[src/rtl/necir_pkg.sv]
// Package for the NEC infrared frame decoder.
// Holds the configuration register indexes, their reset values and shared types.
// It has no dependencies.
`default_nettype none

package necir_pkg;

  localparam int unsigned ElapsedInWidth      = 24;
  localparam int unsigned ElapsedWidthDefault = 24;
  localparam int unsigned CfgDataWidth        = 16;
  localparam int unsigned CfgIndexWidth       = 3;
  localparam int unsigned PosWidth            = 7;

  localparam logic [PosWidth-1:0] LastDataPos = 7'd66;
  localparam logic [31:0]         FrameAllOnes = 32'hFFFF_FFFF;

  localparam logic [CfgDataWidth-1:0] LeaderMaxReset = 16'd13750;
  localparam logic [CfgDataWidth-1:0] LeaderMinReset = 16'd10000;
  localparam logic [CfgDataWidth-1:0] SpaceMaxReset  = 16'd6875;
  localparam logic [CfgDataWidth-1:0] SpaceMinReset  = 16'd3750;
  localparam logic [CfgDataWidth-1:0] BitMaxReset    = 16'd2875;
  localparam logic [CfgDataWidth-1:0] BitMinReset    = 16'd250;
  localparam logic [CfgDataWidth-1:0] OneThreshReset = 16'd1250;

  typedef enum logic [CfgIndexWidth-1:0] {
    CfgLeaderMax = 3'd0,
    CfgLeaderMin = 3'd1,
    CfgSpaceMax  = 3'd2,
    CfgSpaceMin  = 3'd3,
    CfgBitMax    = 3'd4,
    CfgBitMin    = 3'd5,
    CfgOneThresh = 3'd6
  } cfg_idx_e;

  typedef struct packed {
    logic [CfgDataWidth-1:0] leader_max;
    logic [CfgDataWidth-1:0] leader_min;
    logic [CfgDataWidth-1:0] space_max;
    logic [CfgDataWidth-1:0] space_min;
    logic [CfgDataWidth-1:0] bit_max;
    logic [CfgDataWidth-1:0] bit_min;
    logic [CfgDataWidth-1:0] one_thresh;
  } timing_cfg_t;

  typedef struct packed {
    logic        done;
    logic        valid;
    logic [31:0] frame;
  } step_res_t;

endpackage

`default_nettype wire

[src/rtl/necir_step.sv]
// Next-state logic for one sensor edge of the NEC infrared frame decoder.
// Window check, bit shifting and frame latching; purely combinational.
// Depends on necir_pkg.
`default_nettype none

module necir_step #(
  parameter int unsigned ElapsedWidth = necir_pkg::ElapsedWidthDefault
) (
  input  wire necir_pkg::timing_cfg_t                   cfg_i,
  input  wire logic [necir_pkg::ElapsedInWidth-1:0]     elapsed_ticks_i,
  input  wire logic                                     pin_level_i,
  input  wire logic [necir_pkg::PosWidth-1:0]           pos_i,
  input  wire logic [31:0]                              shifter_i,
  input  wire logic [31:0]                              held_i,
  output logic [necir_pkg::PosWidth-1:0]                pos_o,
  output logic [31:0]                                   shifter_o,
  output necir_pkg::step_res_t                          res_o
);
  import necir_pkg::*;

  localparam int unsigned EffWidth =
    (ElapsedWidth < ElapsedInWidth) ? ElapsedWidth : ElapsedInWidth;

  logic [EffWidth-1:0] elapsed;
  logic [EffWidth-1:0] lo;
  logic [EffWidth-1:0] hi;
  logic                in_window;
  logic                bit_val;
  logic [PosWidth-1:0] pos_inc;
  logic [31:0]         shifted;

  assign elapsed = elapsed_ticks_i[EffWidth-1:0];
  assign bit_val = (elapsed > EffWidth'(cfg_i.one_thresh));
  assign pos_inc = pos_i + PosWidth'(1);
  assign shifted = {shifter_i[30:0], bit_val};

  always_comb begin
    if (pos_i <= PosWidth'(1)) begin
      lo = EffWidth'(cfg_i.leader_min);
      hi = EffWidth'(cfg_i.leader_max);
    end else if (pos_i == PosWidth'(2)) begin
      lo = EffWidth'(cfg_i.space_min);
      hi = EffWidth'(cfg_i.space_max);
    end else begin
      lo = EffWidth'(cfg_i.bit_min);
      hi = EffWidth'(cfg_i.bit_max);
    end
  end

  assign in_window = (elapsed > lo) && (elapsed < hi);

  always_comb begin
    pos_o         = pos_i;
    shifter_o     = shifter_i;
    res_o.done    = 1'b0;
    res_o.valid   = 1'b0;
    res_o.frame   = held_i;
    if (!in_window) begin
      pos_o       = pin_level_i ? PosWidth'(0) : PosWidth'(1);
      res_o.frame = FrameAllOnes;
    end else if (pos_i == PosWidth'(1)) begin
      pos_o = pin_level_i ? PosWidth'(2) : PosWidth'(0);
    end else if (pos_i == PosWidth'(2)) begin
      pos_o = pin_level_i ? PosWidth'(0) : PosWidth'(3);
    end else if (pos_i > PosWidth'(2)) begin
      pos_o = pos_inc;
      if (pos_inc[0]) begin
        shifter_o = shifted;
      end
      if (pos_inc > LastDataPos) begin
        res_o.frame = shifter_o;
        shifter_o   = '0;
        pos_o       = '0;
        res_o.done  = 1'b1;
        res_o.valid = ((res_o.frame[31:24] & res_o.frame[23:16]) == 8'd0) &&
                      ((res_o.frame[15:8] & res_o.frame[7:0]) == 8'd0);
      end
    end
  end

endmodule

`default_nettype wire

[src/rtl/nec_ir_frame_decoder_unit.sv]
// Top level of the NEC infrared frame decoder: timing registers, decoder state
// and the result register. Depends on necir_pkg and necir_step.
//
//   Channel  Direction  Handshake                 Payload
//   in       input      in_valid_i / in_stall_o   elapsed_ticks_i, pin_level_i
//   out      output     out_valid_o / out_stall_i frame_done_o, frame_valid_o, 4 bytes
//   cfg      input      cfg_valid_i / cfg_ready_o cfg_index_i, cfg_data_i
//
// Every edge item gives one result item, registered and shown in the cycle after it is taken.
// A new item is taken every cycle unless the input stalls; the result register decouples the sides.
// The input stalls only while a result waits and the output stalls.
// Reset restores the default timing windows and clears position and frame.
`default_nettype none

module nec_ir_frame_decoder_unit #(
  parameter int unsigned ElapsedWidth = necir_pkg::ElapsedWidthDefault
) (
  input  wire logic                                   clk_i,
  input  wire logic                                   rst_ni,
  input  wire logic                                   in_valid_i,
  output logic                                        in_stall_o,
  input  wire logic [necir_pkg::ElapsedInWidth-1:0]   elapsed_ticks_i,
  input  wire logic                                   pin_level_i,
  output logic                                        out_valid_o,
  input  wire logic                                   out_stall_i,
  output logic                                        frame_done_o,
  output logic                                        frame_valid_o,
  output logic [7:0]                                  address_byte_o,
  output logic [7:0]                                  address_inverse_byte_o,
  output logic [7:0]                                  command_byte_o,
  output logic [7:0]                                  command_inverse_byte_o,
  input  wire logic                                   cfg_valid_i,
  output logic                                        cfg_ready_o,
  input  wire logic [necir_pkg::CfgIndexWidth-1:0]    cfg_index_i,
  input  wire logic [necir_pkg::CfgDataWidth-1:0]     cfg_data_i
);
  import necir_pkg::*;

  timing_cfg_t         cfg_q;
  logic [PosWidth-1:0] pos_q, pos_d;
  logic [31:0]         shifter_q, shifter_d;
  logic [31:0]         held_q;
  step_res_t           res_d;
  step_res_t           res_q;
  logic                out_valid_q;
  logic                in_accept;

  assign in_stall_o  = out_valid_q && out_stall_i;
  assign in_accept   = in_valid_i && !in_stall_o;
  assign cfg_ready_o = 1'b1;

  necir_step #(
    .ElapsedWidth(ElapsedWidth)
  ) u_step (
    .cfg_i          (cfg_q),
    .elapsed_ticks_i(elapsed_ticks_i),
    .pin_level_i    (pin_level_i),
    .pos_i          (pos_q),
    .shifter_i      (shifter_q),
    .held_i         (held_q),
    .pos_o          (pos_d),
    .shifter_o      (shifter_d),
    .res_o          (res_d)
  );

  always_ff @(posedge clk_i or negedge rst_ni) begin
    if (!rst_ni) begin
      cfg_q.leader_max <= LeaderMaxReset;
      cfg_q.leader_min <= LeaderMinReset;
      cfg_q.space_max  <= SpaceMaxReset;
      cfg_q.space_min  <= SpaceMinReset;
      cfg_q.bit_max    <= BitMaxReset;
      cfg_q.bit_min    <= BitMinReset;
      cfg_q.one_thresh <= OneThreshReset;
    end else if (cfg_valid_i && cfg_ready_o) begin
      case (cfg_idx_e'(cfg_index_i))
        CfgLeaderMax: cfg_q.leader_max <= cfg_data_i;
        CfgLeaderMin: cfg_q.leader_min <= cfg_data_i;
        CfgSpaceMax:  cfg_q.space_max  <= cfg_data_i;
        CfgSpaceMin:  cfg_q.space_min  <= cfg_data_i;
        CfgBitMax:    cfg_q.bit_max    <= cfg_data_i;
        CfgBitMin:    cfg_q.bit_min    <= cfg_data_i;
        CfgOneThresh: cfg_q.one_thresh <= cfg_data_i;
        default: ;
      endcase
    end
  end

  always_ff @(posedge clk_i or negedge rst_ni) begin
    if (!rst_ni) begin
      pos_q     <= '0;
      shifter_q <= '0;
      held_q    <= '0;
    end else if (in_accept) begin
      pos_q     <= pos_d;
      shifter_q <= shifter_d;
      held_q    <= res_d.frame;
    end
  end

  always_ff @(posedge clk_i or negedge rst_ni) begin
    if (!rst_ni) begin
      out_valid_q <= 1'b0;
    end else if (!in_stall_o) begin
      out_valid_q <= in_valid_i;
    end
  end

  always_ff @(posedge clk_i) begin
    if (in_accept) begin
      res_q <= res_d;
    end
  end

  assign out_valid_o            = out_valid_q;
  assign frame_done_o           = res_q.done;
  assign frame_valid_o          = res_q.valid;
  assign address_byte_o         = res_q.frame[31:24];
  assign address_inverse_byte_o = res_q.frame[23:16];
  assign command_byte_o         = res_q.frame[15:8];
  assign command_inverse_byte_o = res_q.frame[7:0];

endmodule

`default_nettype wire

[config.mk]
export PLATFORM = sky130hd
export DESIGN_NAME = nec_ir_frame_decoder_unit
export DESIGN_NICKNAME = d
export VERILOG_FILES = /design/src/rtl/necir_pkg.sv /design/src/rtl/necir_step.sv /design/src/rtl/nec_ir_frame_decoder_unit.sv
export SDC_FILE = /design/constraint.sdc
export NUM_CORES = 1
export LEC_CHECK = 0
export BUFFER_PORTS_ARGS = -buffer_cell sky130_fd_sc_hd__buf_2
export CORE_MARGIN = 8
export CORE_UTILIZATION = 32
export CTS_BUF_LIST = sky130_fd_sc_hd__clkbuf_4
export DETAILED_ROUTE_END_ITERATION = 10
export SYNTH_ARGS = -nofsm -noshare
export SYNTH_HDL_FRONTEND = slang
export SYNTH_SLANG_ARGS = --single-unit
[constraint.sdc]
create_clock -name clk_i -period 5.6 [get_ports clk_i]
set_input_delay 0.56 -clock clk_i [delete_from_list [all_inputs] [get_ports clk_i]]
set_output_delay 0.56 -clock clk_i [all_outputs]
set_load 0.05 [all_outputs]
-- After elaboration in Yosys (flattened, before gate mapping)
Index checks and enable logic that the tools add are counted.
- flip-flop bits (word level): 218
- logic and storage cells: 79
- input port bits: 49
- output and inout bits: 37
- $lt $le $gt $ge: 6
- reductions and logical operators: 19
- mux-type cells: 23
- bitwise logic cells: 7
- eq/ne operators: 9
- add/sub/neg operators: 1
- operators with widths (kind ; number):
    2-to-1 mux 32 bit ; 10
    2-to-1 mux 24 bit ; 2
    2-to-1 mux 7 bit ; 5
    2-to-1 mux 34 bit ; 1
    2-to-1 mux 16 bit ; 2
    > comparator 24 x 16 -> 1 bit ; 1
    > comparator 24 bit ; 1
    < comparator 24 bit ; 1
    bitwise AND 8 bit ; 2
    zero test 8 bit ; 2
    AND reduction 2 bit ; 8
    == test 3 bit, second input constant ; 3
    adder 7 x 1 -> 7 bit, second input constant ; 1
    == test 7 x 1 -> 1 bit, second input constant ; 1
    == test 7 x 2 -> 1 bit, second input constant ; 1
    > comparator 7 x 2 -> 1 bit, second input constant ; 1
    > comparator 7 bit, second input constant ; 1
    less-or-equal comparator 7 x 1 -> 1 bit, second input constant ; 1
    == test 3 x 2 -> 1 bit, second input constant ; 2
    inverter 1 bit ; 5
    AND reduction 5 bit ; 1
    OR reduction 5 bit ; 1
    logical AND 1 bit ; 4
    2-to-1 mux 2 bit ; 2
    6 further kinds ; 6

-- Logic depth before layout (Yosys ltp)
Gate-level depths: netlist of run 1.
- word-level depth: 14
- mapped depth: 19

-- Modules after synthesis
From an unflattened synthesis of run 1, not the netlist that was laid out.
- cells, all modules: 940
- area total of the unflattened synthesis: 11390.9 um^2
- by module, submodules not included (module ; sequential area each (um^2) ; instances ; cells an instance ; area an instance (um^2)):
    nec_ir_frame_decoder_unit ; 5686.7 ; 1 ; 435 ; 8060.2
    necir_step ; 0.0 ; 1 ; 505 ; 3330.7

-- Worst setup path before layout of run 1
OpenSTA, ideal clock, no wires.
- path type: register to register
- start: reg pos_q[2]
- end: reg res_q, in the netlist address_byte_o[0], data pin
- path slack: 1353 ps
- arrival: 3979 ps
- period minus slack after synthesis: 4247 ps
- cell stages (with the launch flop): 19
- buffers on the path: 6
- library setup time: 268 ps
- data required time: 5332 ps
- cells stage by stage: dfrtp_1 -> clkbuf_1 -> or4_1 -> buf_2 -> nor2_1 -> clkbuf_1 -> nand3_1 -> a21oi_1 -> a21oi_1 -> ha_1 -> a21oi_1 -> a21boi_0 -> o31a_1 -> a2111oi_2 -> and3_1 -> buf_2 -> buf_2 -> buf_1 -> nand2_1
- RTL lines (item ; line ; source):
    start, declared ; nec_ir_frame_decoder_unit.sv:40 ; logic [PosWidth-1:0] pos_q, pos_d;
    start signal, assigned ; nec_ir_frame_decoder_unit.sv:95 ; pos_q <= pos_d;
    end signal, assigned ; nec_ir_frame_decoder_unit.sv:111 ; res_q <= res_d;
    end, declared ; nec_ir_frame_decoder_unit.sv:44 ; step_res_t res_q;

-- Worst setup path after layout of run 1
- start: reg pos_q[4]
- end: reg shifter_q[0]
- word-level cells in the longest chain between the ends: 6
- ends and longest elaborated chain (item ; line ; source):
    parallel branches: the longest is 6 deep, another holds > comparator 24 bit ; -- ;
    end signal, assigned ; nec_ir_frame_decoder_unit.sv:96 ; shifter_q <= shifter_d;
    end, declared ; nec_ir_frame_decoder_unit.sv:41 ; logic [31:0] shifter_q, shifter_d;
Parallel ways; which one is timed is not known.
A chain may end at the register's enable or synchronous reset.

==> out/metrics.yaml, run 1 <==
run_status:
  status: "finished clean"
timing:
  fin_crit_sh: 0.849
  setup_repair_after_global_routing_missed_its_margin: "false"
  finalSetupTns_ns: 0
  maxClockFrequency_mhz: 210
  post_route_clock_skew_ns: 0.0522
  report.final.hold_viol_count: 0
  max-slew-margin-rel: 0.283
  drv_slew: 0
  period_needed_ns: 4.75
  hold-worst-slack_ns: 0.0812
  max_slew.worst_pin.slew_ns: 1.07
  setup_viol: 0
synthesis:
  ys_warn_count: 0
  yosys.cell_types.count: 62
  dominantRegCellSynth: "sky130_fd_sc_hd__dfrtp_1"
  share_of_synthesized_area_occupied_by_flip_flops_and_latches: 0.516
  synth.net_count: 1105
  area_fraction_in_and_or_nand_and_nor_cells_after_synthesis: 0.107
  number_of_enable_type_register_cells_in_the_synthesized_netlist: 34
  synth_compound_gate_area_share: 0.140
  synth_top_family_by_area: "multiplexers"
  synth_adder_area_share: 0.0579
  async_flop_share: 0.844
  avgSynthCellArea_sq_um: 11.0
  synthesis.instances: 1005
  synth.cell_area_sq_um: 11000
  multiplexer_fraction_of_the_synthesized_cell_area: 0.144
  post_synth_xor_area_fraction: 0.000795
  synth.ff_latch_count: 218
power:
  p_leak_nw: 5.04
  total_power_after_layout_mw: 4.17
  comb_power_share: 0.199
  power.switching_fraction: 0.292
  peak_supply_drop_mv: 0.166
  p_sw_mw: 1.21
  pwr-share-seq: 0.466
  power.internal_mw: 2.95
  clock_power_share: 0.336
  power.density_nw_per_um2: 328
cts:
  clock_latency_reported_for_the_late_side_of_the_worst_skew_pair_ns: 0.72
  tritoncts: "done"
  clock_sinks: 218
  cts.reportedPaths.clkPinSlew_ns: 0.07
  h_tree_lvl_count: 2
  cts-root-to-sink-buffers: 3
  cts_repair_resize_count: 0
  clockRootBuffer: "sky130_fd_sc_hd__clkbuf_4"
  number_of_cts_inserted_buffers: 57
global_route:
  gr-usage-all-layers: 0.137
  vias_in_the_first_global_route: 8448
  antenna_found_initial: 2
  grt_start_max_net_pins: 91
  gr-total-overflow: 0
  grt_first_pass_wirelength_um: 45600
drt:
  first_pass_iters: 5
  drt.antenna.violating_nets: 0
  drt_first_iter_violations: 503
  detail_route.wirelength_um: 27800
  detail_route.drc_violations: 0
  vias_per_cell: 5.09
  routed-via-count: 8191
  routed_wire_length_per_instance_um: 17.3
die:
  dieWidth_um: 202
  site_rows: 68
  core_footprint_sq_um: 34200
  floorplan.initialDensity: 0.322
  design.die.area_sq_um: 40600
  io-pin-count: 86
  die_y_um: 202
cells_and_area:
  drive_above_1_share: 0.326
  area_added_between_synthesis_and_finish_pct: 15.2
  finish.utilization: 0.371
  design.final.nets: 1205
placed_design:
  detailed_place_hpwl_um: 18300
  routabilityCongestion: 0.806
  port_buffers: 84
critical_path:
  r2r_setup_slack_ns: 0.85
  cp-end-kind: "flip-flop"
  crit_path_start_kind: "flip-flop"
  crit_path_category: "reg -> reg"
  crit_fanout: 70
  worstPathArrival_ns: 5.33
  required_ns: 6.18
worst_hold_path:
  hold_class: "in -> reg"
run:
  max_cap_violations: 0
metrics by stage:
stage | cell area [sq um] | std cells | worst slack, ns
floorplan | 11000 | 1005 | 1.35
global placement | 11900 | 1500 | 0.914
detailed placement | 11900 | 1500 | 0.852
CTS | 12700 | 1608 | 0.823
global route | 12700 | 1609 | 0.483
finish | 12700 | 1609 | 0.847
synthesized netlist by cell type (31+ instances only):
cell	count	area, sq um
sky130_fd_sc_hd__a21oi_1	81	405
sky130_fd_sc_hd__a31oi_1	31	194
sky130_fd_sc_hd__clkbuf_1	48	180
sky130_fd_sc_hd__dfrtp_1	135	3380
sky130_fd_sc_hd__dfstp_2	49	1290
sky130_fd_sc_hd__edfxtp_1	34	1020
sky130_fd_sc_hd__ha_1	51	638
sky130_fd_sc_hd__mux2_2	112	1260
sky130_fd_sc_hd__mux2i_1	33	330
sky130_fd_sc_hd__nand2_1	116	435
sky130_fd_sc_hd__nand3_1	44	220
sky130_fd_sc_hd__nor2_1	44	165
sky130_fd_sc_hd__o21ai_0	47	235
placed cells by master (no fill, tap or decap), drive strengths merged, types with 4 or more instances in the layout:
cell / n
o41ai: 6
a22oi: 5
and3: 4
ha: 51
a31oi: 31
mux2i: 33
o21ai: 47
buf: 103
dfstp: 49
nand2b: 4
clkinv: 16
o22ai: 4
a22o: 28
a21o: 6
mux2: 112
a21oi: 81
nand3: 45
nor2: 44
edfxtp: 34
o211ai: 4
clkbuf: 91
nor3: 9
or4: 6
a211oi: 7
nand2: 116
nor4: 5
dfrtp: 135
nand4: 11
inv: 29
power groups by stage:
stage	Sequential (mW)	Combinational (mW)	Clock (mW)
after floorplan	1.94	0.599	0
after global placement	1.96	0.816	0
after detailed placement	1.97	0.833	0
after CTS	1.94	0.838	1.45
after global routing	1.97	0.931	1.54
final	1.94	0.828	1.40
registers in the layout, summed over array words and instances, names as in the netlist, 7 cells and up:
register,cells
held_q,32
pos_q,7
cfg_q,112
shifter_q,32
command_byte_o,8
command_inverse_byte_o,8
address_byte_o,8
address_inverse_byte_o,8
final cells by class:
type	count	area, sq um
Antenna cell	1	2.50
Clock buffer	91	683
Clock inverter	16	61.3
Fill cell	3493	21500
Inverter	29	110
Multi-Input combinational cell	695	4990
Sequential cell	218	5690
Tap cell	455	569
Timing Repair Buffer	104	592
worst max-delay path: stages, from the launching register on:
cell and delay (ns):
sky130_fd_sc_hd__dfrtp_1 0.44, sky130_fd_sc_hd__or4_1 0.67, sky130_fd_sc_hd__nor2_2 0.12, sky130_fd_sc_hd__buf_4 0.41
sky130_fd_sc_hd__nand3_1 0.13, sky130_fd_sc_hd__a21oi_1 0.15, sky130_fd_sc_hd__a21oi_1 0.06, sky130_fd_sc_hd__ha_1 0.32
sky130_fd_sc_hd__a21oi_1 0.12, sky130_fd_sc_hd__a21boi_0 0.10, sky130_fd_sc_hd__o31a_1 0.31, sky130_fd_sc_hd__a2111oi_2 0.54
sky130_fd_sc_hd__and3_2 0.29, sky130_fd_sc_hd__buf_4 0.53, sky130_fd_sc_hd__a21boi_0 0.19, sky130_fd_sc_hd__a31o_2 0.25
routing by layer:
metal  GRT usage  part of all wire  vias up
met4      0.0480             0.021        2
met1       0.175              0.45     4021
met5           0           0.00047        -
li1            -                 -     3932
met2       0.224              0.48      188
met3      0.0354             0.053       48
cells by family (layout without fill, tap and decap cells):
kind of cell	Yosys count	in the layout
AND/OR/NAND/NOR	254	254
AO/OA/AOI/OAI	243	243
flip-flops	218	218
multiplexers	145	145
buffers and inverters	92	240
adder cells (fa/ha/maj)	51	51
other	1	2
XOR/XNOR	1	1
timing repair:
action	CTS	global route
setup buffers	0	0
setup endpoints to repair	0	0
endpoints found under the hold margin	75	0
hold buffers	1	0
final timing paths:
| kind | startpoint | end | cells after the start |
|---|---|---|---|
| max | pos_q[4] | shifter_q[0] | 15 |
| min | in_valid_i | out_valid_o | 2 |
| max reg2reg | pos_q[4] | shifter_q[0] | 15 |
| min reg2reg | held_q[0] | held_q[0] | 1 |
| max in group asynchronous | rst_ni | cfg_q[105] | 3 |
| min in group asynchronous | rst_ni | held_q[13] | 2 |
Power figures use the tool's default switching activity.
==> run 2: changes to the inputs <==
- ABC_AREA: not set -> 1
- clock period: 5.6 -> 3.9 ns (I/O delays scaled with it)
==> run 2 against run 1 <==
Setup slack got worse by 0.55 ns. Routed wire length rose by 4.4%. Register-to-register slack lost 0.55 ns. Clock skew about the same. Fmax up 32%. Critical path depth grew 4. Global-route usage fell by 0.11 points. Cell count up 23%. Cell area is 5.1% higher. Synthesized cell count rose by 36%. Critical path type unchanged.
==> out/metrics.yaml, run 2 <==
cells_and_area:
  top_regs: "cfg_q (112), held_q (32), shifter_q (32)"
  mostFrequentLayoutCell: "sky130_fd_sc_hd__nand2_1"
  finish.utilization: 0.376  # +0.00501
  regArea_sq_um: 5690  # about the same
  largest_register_by_flop_count: "cfg_q"
  drive_above_1_share: 0.232  # -0.0937
  largest_register_ff_count: 112  # unchanged
  final_cell_mix: "sky130_fd_sc_hd__nand2_1, sky130_fd_sc_hd__o21ai_0, sky130_fd_sc_hd__dfrtp_1"
  area_occupied_by_multi_input_gates_sq_um: 5080  # +1.8%
  area_added_between_synthesis_and_finish_pct: 16.2
  fin_area_sq_um: 13400  # +5.1%
  fillCellCount: 3717  # +6.4%
  design.final.nets: 1572  # +30%
critical_path:
  critical_path.reg2reg.endpoint: "shifter_q[2]"
  crit_path_category: "reg -> reg"
  crit_fanout: 52  # -26%
  required_ns: 4.48  # -1.70 ns
  cp-end-kind: "flip-flop"
  r2r_setup_slack_ns: 0.29  # -0.55 ns
  worstReg2RegStart: "pos_q[1]"
  worst_r2r_path_depth: 19  # +4
  worst_setup_path_startpoint: "pos_q[1]"
  crit_path_start_kind: "flip-flop"
  worstPathArrival_ns: 4.19  # -1.14 ns
  timing.critical_path.to: "shifter_q[2]"
die:
  die_y_um: 206  # +2.0%
  dieWidth_um: 206  # +2.0%
  site_rows: 69  # +1.5%
  core_footprint_sq_um: 35500  # +3.7%
  floorplan.initialDensity: 0.324  # +0.00174
  design.die.area_sq_um: 42200  # +4.0%
  io-pin-count: 86  # unchanged
global_route:
  gr-total-overflow: 0  # unchanged
  antenna_found_initial: 1  # -1
  grt_start_max_net_pins: 99  # +8.8%
  grt_first_pass_wirelength_um: 47500  # +4.2%
  vias_in_the_first_global_route: 9380  # +11%
  gr-usage-all-layers: 0.136  # -0.00112
synthesis:
  synth.net_count: 1469  # +33%
  synth_largest_type_area_fraction: 0.294  # -0.0127
  synth_compound_gate_area_share: 0.154  # +0.0149
  synth.top_cells.by_count: "sky130_fd_sc_hd__nand2_1, sky130_fd_sc_hd__o21ai_0, sky130_fd_sc_hd__dfrtp_1, sky130_fd_sc_hd__inv_1, sky130_fd_sc_hd__ha_1"
  synth_top_cells_by_area: "sky130_fd_sc_hd__dfrtp_1, sky130_fd_sc_hd__nand2_1, sky130_fd_sc_hd__dfstp_2"
  synth_most_common_cell: "sky130_fd_sc_hd__nand2_1"
  multiplexer_fraction_of_the_synthesized_cell_area: 0  # -0.144
  ys_warn_count: 0  # unchanged
  synthesis.instances: 1369  # +36%
  synth_adder_area_share: 0.0555  # -0.00239
  async_flop_share: 0.844  # unchanged
  synth.largest_area_cell: "sky130_fd_sc_hd__dfrtp_1"
  synth.ff_latch_count: 218  # unchanged
  dominantRegCellSynth: "sky130_fd_sc_hd__dfrtp_1"
  number_of_enable_type_register_cells_in_the_synthesized_netlist: 34  # unchanged
  yosys.cell_types.count: 44  # -29%
  share_of_synthesized_area_occupied_by_flip_flops_and_latches: 0.495  # -0.0213
  area_fraction_in_and_or_nand_and_nor_cells_after_synthesis: 0.226  # +0.120
  synth_top_family_by_area: "simple AND/OR/NAND/NOR gates"
  synth.cell_area_sq_um: 11500  # +4.3%
  avgSynthCellArea_sq_um: 8.39  # -23%
  post_synth_xor_area_fraction: 0.00305  # +0.00225
cts:
  clock_latency_reported_for_the_late_side_of_the_worst_skew_pair_ns: 0.73  # about the same
  clock_sinks: 218  # unchanged
  cts.reportedPaths.clkPinSlew_ns: 0.07  # about the same
  tritoncts: "done"
  clockRootBuffer: "sky130_fd_sc_hd__clkbuf_4"
  number_of_cts_inserted_buffers: 59  # +3.5%
  cts-root-to-sink-buffers: 3  # unchanged
  h_tree_lvl_count: 2  # unchanged
placed_design:
  pre_cts_ws_ns: 0.129  # -0.722 ns
  routabilityCongestion: 0.829  # +2.9%
  detailed_place.area_sq_um: 12400  # +3.8%
  detailed_place_hpwl_um: 19300  # +5.4%
  port_buffers: 84  # unchanged
timing:
  fin_crit_sh: 0.925  # +0.0762
  drv_slew: 0  # unchanged
  period_needed_ns: 3.61  # -1.15 ns
  report.final.hold_viol_count: 0  # unchanged
  max_slew.worst_pin.slew_ns: 1.18  # +0.107 ns
  max-slew-margin-rel: 0.212  # -0.0714
  setup_viol: 0  # unchanged
  finalSetupTns_ns: 0  # unchanged
  maxClockFrequency_mhz: 277  # +32%
  setup_ws_ns: 0.293  # -0.554 ns
  post_route_clock_skew_ns: 0.0523  # +0.0000727 ns
power:
  p_leak_nw: 5.87  # +16%
  total_power_after_layout_mw: 5.94  # +43%
  peak_supply_drop_mv: 0.241  # +45%
  power.density_nw_per_um2: 445  # +36%
run:
  max_cap_violations: 0  # unchanged
worst_hold_path:
  hold_class: "in -> reg"
drt:
  first_pass_iters: 5  # unchanged
  drt.antenna.violating_nets: 0  # unchanged
  detail_route.wirelength_um: 29000  # +4.4%
  vias_per_cell: 4.77  # -6.3%
  routed-via-count: 9470  # +16%
  detail_route.drc_violations: 0  # unchanged
  drt_first_iter_violations: 603  # +20%
  routed_wire_length_per_instance_um: 14.6  # -15%
run_status:
  status: "finished clean"
-- run 2: per-layer routing --
metal	part of all wire	track usage	wire length (um)
met4	0.019	0.0419	558
met1	0.46	0.177	13300
met5	0	0	0
met2	0.47	0.227	13800
met3	0.050	0.0272	1450
-- run 2: repair_timing --
item | in CTS | in global routing
endpoints found under the setup margin | 0 | 101
hold buffers | 7 | 0
hold endpoints to repair | 84 | 0
gates resized for setup | 0 | 4
setup buffers | 0 | 0
-- run 2: power by group --
group | total (mW) | internal [mW] | switching [mW]
clock | 2.26 | 1.29 | 0.969
sequential | 2.77 | 2.64 | 0.126
combinational | 0.921 | 0.344 | 0.577
-- run 2: worst min path at each step --
stage,start,end,slack (ns),cells after the start
finish,cfg_data_i[10],cfg_q[10],0.06,3
global route,cfg_data_i[0],cfg_q[80],0.03,3
CTS,cfg_data_i[6],cfg_q[54],0.003,3
detailed placement,cfg_q[87],cfg_q[87],0.47,2
global placement,cfg_q[95],cfg_q[95],0.46,2
floorplan,rst_ni,cfg_q[0],0.09,0
-- run 2: through the flow --
step | hold slack (ns) | cells
global route | 0.0338 | 1985
detailed placement | 0.468 | 1864
floorplan | 0.0944 | 1369
finish | 0.0595 | 1985
global placement | 0.462 | 1864
CTS | 0.00314 | 1983
-- run 2: area by class of cell --
type / instances / share of cell area
Antenna cell: 1 / 0.000187
Timing Repair Buffer: 113 / 0.0552
Sequential cell: 218 / 0.426
Clock inverter: 11 / 0.00731
Inverter: 107 / 0.0306
Multi-Input combinational cell: 973 / 0.381
Tap cell: 461 / 0.0432
Clock buffer: 101 / 0.0568
-- run 2: critical path, stage by stage (launching register included) --
cell and delay, ns:
sky130_fd_sc_hd__dfrtp_1 0.41, sky130_fd_sc_hd__inv_1 0.11, sky130_fd_sc_hd__ha_1 0.20, sky130_fd_sc_hd__inv_1 0.07, sky130_fd_sc_hd__nor2_2 0.04, sky130_fd_sc_hd__nand2_2 0.06
sky130_fd_sc_hd__nand2_2 0.09, sky130_fd_sc_hd__inv_6 0.30, sky130_fd_sc_hd__buf_4 0.21, sky130_fd_sc_hd__o21ai_0 0.09, sky130_fd_sc_hd__ha_1 0.31, sky130_fd_sc_hd__nand4_1 0.14
sky130_fd_sc_hd__or2_1 0.25, sky130_fd_sc_hd__inv_1 0.09, sky130_fd_sc_hd__nand3_1 0.12, sky130_fd_sc_hd__a21boi_2 0.36, sky130_fd_sc_hd__nand4_4 0.25, sky130_fd_sc_hd__buf_12 0.25
sky130_fd_sc_hd__nand2_1 0.09, sky130_fd_sc_hd__o21ai_2 0.05
-- run 2: kinds of logic after synthesis --
logic type,Yosys count
simple gates,595
xor+xnor,4
buf+inv,179
fa+ha+maj,51
other cells,1
compound gates,321
flops,218
==> run 3: changes to the inputs <==
- CELL_PAD_IN_SITES_DETAIL_PLACEMENT: not set -> 0
- CELL_PAD_IN_SITES_GLOBAL_PLACEMENT: not set -> 1
- CORE_UTILIZATION: 32 -> 43
- PLACE_DENSITY_LB_ADDON: not set -> 0.1
==> run 3 against run 2 <==
Critical endpoint is now shifter_q[19]. Register-to-register slack improved by 0.04 ns. Clock skew increased by 0.0036 ns. Non-clock buffer count unchanged.
==> out/metrics.yaml, run 3 (synthesis gave the netlist of run 2 again) <==
run_status:
  status: "finished clean"
global_route:
  grt_first_pass_wirelength_um: 48800  # +2.6%
  vias_in_the_first_global_route: 9444  # +0.68%
  antenna_found_initial: 1  # unchanged
  gr-usage-all-layers: 0.183  # +0.0463
  grt_start_max_net_pins: 99  # unchanged
  gr-total-overflow: 0  # unchanged
cells_and_area:
  final_cell_mix: "sky130_fd_sc_hd__nand2_1, sky130_fd_sc_hd__o21ai_0, sky130_fd_sc_hd__dfrtp_1"
  area_added_between_synthesis_and_finish_pct: 15.4
  top_regs: "cfg_q (112), held_q (32), shifter_q (32)"
  mostFrequentLayoutCell: "sky130_fd_sc_hd__nand2_1"
  design.final.nets: 1575  # +0.19%
  drive_above_1_share: 0.239  # +0.00657
  fillCellCount: 2687  # -28%
  largest_register_by_flop_count: "cfg_q"
  largest_register_ff_count: 112  # unchanged
timing:
  setup_viol: 0  # unchanged
  period_needed_ns: 3.56  # -0.0445 ns
  finalSetupTns_ns: 0  # unchanged
  drv_slew: 0  # unchanged
  maxClockFrequency_mhz: 281  # +1.2%
  fin_crit_sh: 0.914  # -0.0114
  hold-worst-slack_ns: 0.0439  # -0.0156 ns
  report.final.hold_viol_count: 0  # unchanged
  max-slew-margin-rel: 0.192  # -0.0202
  setup_repair_after_global_routing_missed_its_margin: "false"
  post_route_clock_skew_ns: 0.0558  # +0.00355 ns
  max_slew.worst_pin.slew_ns: 1.21  # +0.0303 ns
cts:
  cts.reportedPaths.clkPinSlew_ns: 0.07  # about the same
  cts-root-to-sink-buffers: 3  # unchanged
  number_of_cts_inserted_buffers: 61  # +3.4%
  clockRootBuffer: "sky130_fd_sc_hd__clkbuf_4"
  tritoncts: "done"
  clock_sinks: 218  # unchanged
  clock_latency_reported_for_the_late_side_of_the_worst_skew_pair_ns: 0.72  # about the same
  h_tree_lvl_count: 2  # unchanged
die:
  die_y_um: 179  # -13%
  core_footprint_sq_um: 26600  # -25%
  dieWidth_um: 179  # -13%
  site_rows: 60  # -13%
  floorplan.initialDensity: 0.432  # +0.109
  design.die.area_sq_um: 32200  # -24%
  io-pin-count: 86  # unchanged
power:
  total_power_after_layout_mw: 6.01  # +1.2%
  power.density_nw_per_um2: 454  # +1.9%
  peak_supply_drop_mv: 0.252  # +4.6%
  p_leak_nw: 5.91  # +0.78%
drt:
  first_pass_iters: 5  # unchanged
  detail_route.wirelength_um: 29600  # +2.0%
  vias_per_cell: 5.00  # +4.8%
  drt.antenna.violating_nets: 0  # unchanged
  detail_route.drc_violations: 0  # unchanged
  routed_wire_length_per_instance_um: 15.9  # +8.6%
  routed-via-count: 9322  # -1.6%
  drt_first_iter_violations: 577  # -4.3%
placed_design:
  routabilityCongestion: 0.806  # -2.8%
  port_buffers: 84  # unchanged
  detailed_place_hpwl_um: 19300  # about the same
critical_path:
  worstPathArrival_ns: 4.13  # -0.06 ns
  crit_fanout: 23  # -56%
  cp-end-kind: "flip-flop"
  required_ns: 4.46  # -0.02 ns
  crit_path_category: "reg -> reg"
  crit_path_start_kind: "flip-flop"
run:
  max_cap_violations: 0  # unchanged
worst_hold_path:
  hold_class: "in -> reg"
run 3: cell count changes in the layout (fill, tap and decap cells not counted), sizes merged:
cell	previous run	this run
clkinv	8	3
buf	106	108
inv	107	109
dlygate4sd3	7	4
clkbuf	101	107
nand2	447	446
clkinvlp	1	0
run 3: area by class of cell:
class / instances / area (sq um) / share of cell area
repair inverters: 2 / 17.5 / 0.00132
inverters: 107 / 417 / 0.0314
multi-input cells: 972 / 5080 / 0.383
clock buffers: 106 / 796 / 0.0600
flip-flops and latches: 218 / 5690 / 0.429
well taps: 341 / 427 / 0.0322
diodes: 1 / 2.50 / 0.000189
clock inverters: 5 / 71.3 / 0.00538
repair buffers: 113 / 757 / 0.0571
run 3: where the power goes:
part	leakage, nW	total, mW	internal [mW]	switching [mW]
sequential	2.44	2.77	2.64	0.126
clock	0.523	2.30	1.33	0.968
combinational	2.95	0.947	0.343	0.604
run 3: metal layers:
metal,GRT usage,share of wire
met1,0.222,0.44
met4,0.0497,0.014
met3,0.0363,0.038
met2,0.325,0.51
met5,0,0
run 3: path summary, 6_finish.rpt:
| path | cells past startpoint | slack [ns] | endpoint | startpoint |
|---|---|---|---|---|
| max | 20 | 0.34 | shifter_q[19] | pos_q[1] |
| max reg2reg | 20 | 0.34 | shifter_q[19] | pos_q[1] |
| min reg2reg | 2 | 0.48 | cfg_q[81] | cfg_q[81] |
| min in group asynchronous | 2 | 0.33 | pos_q[1] | rst_ni |
| max in group asynchronous | 3 | 2.76 | shifter_q[9] | rst_ni |
| min | 3 | 0.04 | cfg_q[78] | cfg_data_i[14] |
run 3: critical path, cell delays in order (launching register included):
cell                       delay (ns)
sky130_fd_sc_hd__dfrtp_1         0.36
sky130_fd_sc_hd__buf_4           0.13
sky130_fd_sc_hd__ha_1            0.14
sky130_fd_sc_hd__inv_1           0.05
sky130_fd_sc_hd__nor2_2          0.16
sky130_fd_sc_hd__nand2_4         0.09
sky130_fd_sc_hd__inv_4           0.12
sky130_fd_sc_hd__buf_12          0.18
sky130_fd_sc_hd__nand2_1         0.07
sky130_fd_sc_hd__nand3_1         0.09
sky130_fd_sc_hd__o21ai_0         0.10
sky130_fd_sc_hd__ha_1            0.34
sky130_fd_sc_hd__nand4_1         0.15
sky130_fd_sc_hd__or2_1           0.25
sky130_fd_sc_hd__inv_1           0.08
sky130_fd_sc_hd__nand3_1         0.12
sky130_fd_sc_hd__a21boi_2        0.29
sky130_fd_sc_hd__nand4_4         0.30
sky130_fd_sc_hd__buf_12          0.27
sky130_fd_sc_hd__nand2_2         0.06
sky130_fd_sc_hd__o21ai_2         0.05
run 3: metrics by stage:
step	instances	area, sq um	setup WS, ns	utilization
finish	1865	13300	0.337	0.499
global route	1865	13300	0.00519	0.499
CTS	1862	13200	0.212	0.497
detailed placement	1747	12300	0.279	0.463
global placement	1747	12300	0.333	0.463
floorplan	1369	11500	0.00681	-
run 3: repair_timing:
action	CTS	global route
hold buffers	4	0
buffers inserted	0	0
endpoints found under the hold margin	56	0
gates resized for setup	0	9
setup endpoints to repair	0	102
